<file path="config.mk">
export PLATFORM = sky130hd
export DESIGN_NAME = wbps_cell
export DESIGN_NICKNAME = d
export VERILOG_FILES = /design/src/wbps_pkg.sv /design/src/wbps_cell.sv
export SDC_FILE = /design/constraint.sdc
export NUM_CORES = 1
export LEC_CHECK = 0
export ABC_AREA = 1
export BUFFER_PORTS_ARGS = -buffer_cell sky130_fd_sc_hd__buf_2
export CORE_MARGIN = 2
export CORE_UTILIZATION = 30
export DETAILED_ROUTE_END_ITERATION = 10
export GPL_TIMING_DRIVEN = 0
export SLEW_MARGIN = 20
export SYNTH_ARGS = -nofsm -noshare
export SYNTH_HDL_FRONTEND = slang
export SYNTH_SLANG_ARGS = --single-unit
</file>
<file path="constraint.sdc">
create_clock -name aclk -period 1.25 [get_ports aclk]
set_input_delay 0.25 -clock aclk [delete_from_list [all_inputs] [get_ports aclk]]
set_output_delay 0.25 -clock aclk [all_outputs]
set_load 0.02 [all_outputs]
</file>
<file path="src/wbps_pkg.sv">
// wbps_pkg: shared types and constants for the wildcard byte pattern scanner
// no dependencies
package wbps_pkg;

    localparam logic REQ_LOAD  = 1'b0;
    localparam logic REQ_IMAGE = 1'b1;

    typedef enum logic [1:0] {
        KIND_START   = 2'd0,
        KIND_CAP_OFF = 2'd1,
        KIND_CAP_VAL = 2'd2
    } kind_t;

    localparam logic [1:0] ADDR_LENGTH = 2'd0;
    localparam logic [1:0] ADDR_BEGIN  = 2'd1;
    localparam logic [1:0] ADDR_END    = 2'd2;

    // one pattern table entry
    typedef struct packed {
        logic [3:0] size;
        logic       cap;
        logic       wild;
        logic [7:0] value;
    } pat_entry_t;

    // per-cell control from the top
    typedef struct packed {
        logic       shift;
        logic       load;
        logic [7:0] in_byte;
    } cell_ctrl_t;

endpackage

</file>
<file path="src/wbps_cell.sv">
// wbps_cell: one window byte and one pattern entry with its compare
// depends on wbps_pkg
module wbps_cell
    import wbps_pkg::*;
(
    input  logic       aclk,
    input  logic       aresetn,
    input  cell_ctrl_t ctrl,
    input  logic       sel,
    input  pat_entry_t load_entry,
    input  logic [7:0] prev_byte,
    input  logic [7:0] align_byte,
    output logic [7:0] win_byte,
    output pat_entry_t entry,
    output logic       hit
);

    logic [7:0] win_reg;
    pat_entry_t entry_reg;

    // window shifts toward cell 0, new byte enters at the far end
    always_ff @(posedge aclk) begin
        if (!aresetn) begin
            win_reg <= '0;
        end else if (ctrl.shift) begin
            win_reg <= prev_byte;
        end
    end

    always_ff @(posedge aclk) begin
        if (ctrl.load && sel) begin
            entry_reg <= load_entry;
        end
    end

    assign win_byte = win_reg;
    assign entry    = entry_reg;
    assign hit      = entry_reg.wild || (entry_reg.value == align_byte);

endmodule

</file>
==> flow_summary.ini <==
[pwr]
p_int_mw = 1.11
power.density_cell_area_mw_per_mm2 = 1210
switching_share_pct = 24.8
combPwrFrac_pct = 16.9
p_clk_share_pct = 25.4
p_leak_nw = 0.622
switchingPower_mw = 0.365
overall_power_of_the_completed_layout_mw = 1.47
vdd.ir_drop.worst_mv = 0.611
sequentialPowerShare_pct = 57.6

[grt]
globalRoute.totalOverflow = 0
global_route.usage.total_pct = 10.7
first_pass_grt_wire_length_mm = 2.70
first_global_vias = 669
initial_antenna_violation_count = 0
largest_net_degree_at_the_start_of_global_routing = 15

[run_status]
failed_checks = setup timing
status = complete, but fails checks

[cts]
clock_tree.htree_level_count = 1
master_cell_of_the_clock_root_buffer = sky130_fd_sc_hd__clkbuf_4
numClockSinks = 22
post_cts.repair.setup_buffers = 0
clkTransAtPathRegs_ns = 0.12
cts_tree = yes
max-clock-path-buffers = 2
cts_made_buffers = 3
clk-insertion-delay-late_ns = 0.29
post_cts_hold_buffer_count = 0

[worst_setup_path]
crit_path_max_incr_delay_ns = 0.42
timing.critical_path.buf_inv = 2
cp-start-kind = flop
end_kind = output pin
crit_chain = inv_1 > nand2_1 > nand2_1 > nand2_1 > nor2_2 > nand2_1 > nand2_1 > buf_6
cp.arrival_ns = 1.28
cp.required_ns = 1.00
timing.critical_path.mode_cell = sky130_fd_sc_hd__nand2_1
critical-path-top-delay-family = flip-flops
crit_slowest_cell = sky130_fd_sc_hd__edfxtp_1
worstPathMaxFanout = 3
timing.setup.critical_path_class = reg2out

[placed_design]
detailed_place.area_mm2 = 0.00116
gp_congestion = 0.660
placed_cells_incl_taps = 170
dp_slack_ns = 0.0185
post-dp-hpwl_mm = 1.35
portBuffers = 57

[yosys]
mappedNetlistNets = 125
synth_compound_area_share_pct = 4.79
synthCells = 82
count_of_warnings_emitted_by_yosys = 0
post_synth_xor_area_fraction_pct = 4.19
yosys.area_share.simple_pct = 16.6
post_synth_fa_ha_maj_area_fraction_pct = 0
synth_seq_area_share_pct = 69.5
synth_mux_area_share_pct = 0
syn_area_per_cell_um2 = 10.2
synthesis.area_um2 = 836
dominant_combinational_cell_family_by_area_after_synthesis = simple AND/OR/NAND/NOR gates
synth.ff_latch_count = 22
yosys.cell_types.count = 8

[layout]
final_layout_net_count = 187
layout.filler_cells = 273
postLayoutCellArea_mm2 = 0.00121
layout-drive-gt1-share_pct = 45.5
antenna_cells = 0
flip_flop_count_of_the_largest_register_after_layout = 14
layout-area-overhead-vs-synth_pct = 45.4
final_cells = 174

[sta]
final_hold_viol_count = 0
worst_hold_slack_across_all_endpoints_ns = 0.121
pnr_worst_setup_slack_ns = -0.275
rsz0062_at_grt = true
timing.final.max_slew_violations = 0
post-route-period-util_pct = 122
period_needed_ns = 1.53
maximum_clock_frequency_mhz = 656
max-slew-margin-rel_pct = 65.8
transition_time_at_the_pin_with_the_least_slew_margin_ns = 0.513
clock_skew_ns = 0
timing.final.setup_violations = 1

[route]
routedWlPerCell_um = 9.59
detail_route.wirelength_mm = 1.67
postRouteAntennaNets = 0
drt_iter0_markers = 6
drt-pass1-iter-count = 2
drc = 0
vias_per_cell = 4.22
via_count = 734

[floorplan]
start_util_pct = 30.8
floorplan.core_area_mm2 = 0.00271
std_cell_rows = 19
chipWidth_um = 56.8
die_h_um = 56.8
dieArea_mm2 = 0.00322
ioPinCount = 66

[hold_path]
min-delay-path-class = in2reg

[job]
max_cap_viol_count = 0
## synth_stat cells
library cell / instances / share of area (%)
sky130_fd_sc_hd__dfxtp_1: 8 / 19
sky130_fd_sc_hd__o21ai_0: 8 / 4.8
sky130_fd_sc_hd__nor2_1: 18 / 8.1
sky130_fd_sc_hd__inv_1: 10 / 4.5
sky130_fd_sc_hd__nand2_1: 19 / 8.5
sky130_fd_sc_hd__xnor2_1: 4 / 4.2
sky130_fd_sc_hd__edfxtp_1: 14 / 50
sky130_fd_sc_hd__inv_2: 1 / 0.45
## cell families (layout without fill, tap and decap cells)
| group | Yosys count | in the layout |
|---|---|---|
| xor+xnor | 4 | 4 |
| simple gates | 37 | 37 |
| flops | 22 | 22 |
| compound gates | 8 | 8 |
| buf+inv | 11 | 72 |
## path summary, 6_finish.rpt
check	cells past startpoint	startpoint	slack, ns	endpoint
setup / recovery	8	entry[1]	-0.28	hit
hold / removal	1	load_entry[9]	0.12	entry[9]
setup reg to reg	2	win_byte[5]	0.60	win_byte[5]
hold reg to reg	2	win_byte[4]	0.50	win_byte[4]
## metal layers
layer / up-vias / wire (µm) / global-route usage, %
met5: - / 0 / 0
met4: 0 / 13 / 3.99
met1: 312 / 692 / 11.9
met2: 40 / 797 / 19.4
met3: 2 / 165 / 2.76
li1: 380 / - / -
## placed cells by master, fill, tap and decap left out
cell type	synthesis	routed
sky130_fd_sc_hd__buf_2	0	56
sky130_fd_sc_hd__nand2_1	19	19
sky130_fd_sc_hd__nor2_1	18	16
sky130_fd_sc_hd__edfxtp_1	14	14
sky130_fd_sc_hd__inv_1	10	10
sky130_fd_sc_hd__o21ai_0	8	8
sky130_fd_sc_hd__dfxtp_1	8	8
sky130_fd_sc_hd__xnor2_1	4	3
sky130_fd_sc_hd__clkbuf_4	0	3
sky130_fd_sc_hd__nor2_2	0	2
sky130_fd_sc_hd__xnor2_2	0	1
sky130_fd_sc_hd__inv_2	1	1
sky130_fd_sc_hd__clkbuf_8	0	1
sky130_fd_sc_hd__buf_6	0	1
## final cells by class
type / instances / area, µm² / share of cell area (%)
Timing Repair Buffer: 57 / 292 / 24.0
Tap cell: 31 / 38.8 / 3.19
Clock buffer: 4 / 36.3 / 2.99
Inverter: 11 / 41.3 / 3.40
Multi-Input combinational cell: 49 / 226 / 18.6
Sequential cell: 22 / 581 / 47.8
## stage by stage
| step | util [%] | setup TNS, ns |
|---|---|---|
| 2_1_floorplan | - | 0 |
| 6_report | 44.8 | -0.275 |
| 5_1_grt | 44.8 | -0.428 |
| 3_3_place_gp | 42.8 | 0 |
| 3_5_place_dp | 42.8 | 0 |
| 4_1_cts | 44.4 | -0.314 |
## power groups by stage
| stage | clock, mW | combinational [mW] | sequential, mW |
|---|---|---|---|
| 2_1_floorplan | 0 | 0.0660 | 0.925 |
| 3_3_place_gp | 0 | 0.238 | 0.861 |
| 3_5_place_dp | 0 | 0.245 | 0.864 |
| 4_1_cts | 0.392 | 0.248 | 0.849 |
| 5_1_grt | 0.424 | 0.276 | 0.855 |
| 6_report | 0.375 | 0.250 | 0.849 |
## worst reg2reg max path: stages (launching register included)
cell,delay [ns]
sky130_fd_sc_hd__dfxtp_1,0.33
sky130_fd_sc_hd__o21ai_0,0.17
sky130_fd_sc_hd__nor2_1,0.06
## repair_timing
item	in CTS	in global routing
pin swaps	0	0
gates resized for setup	2	3
setup endpoints to repair	1	1
hold endpoints to repair	0	0
Power figures use the tool's default switching activity.
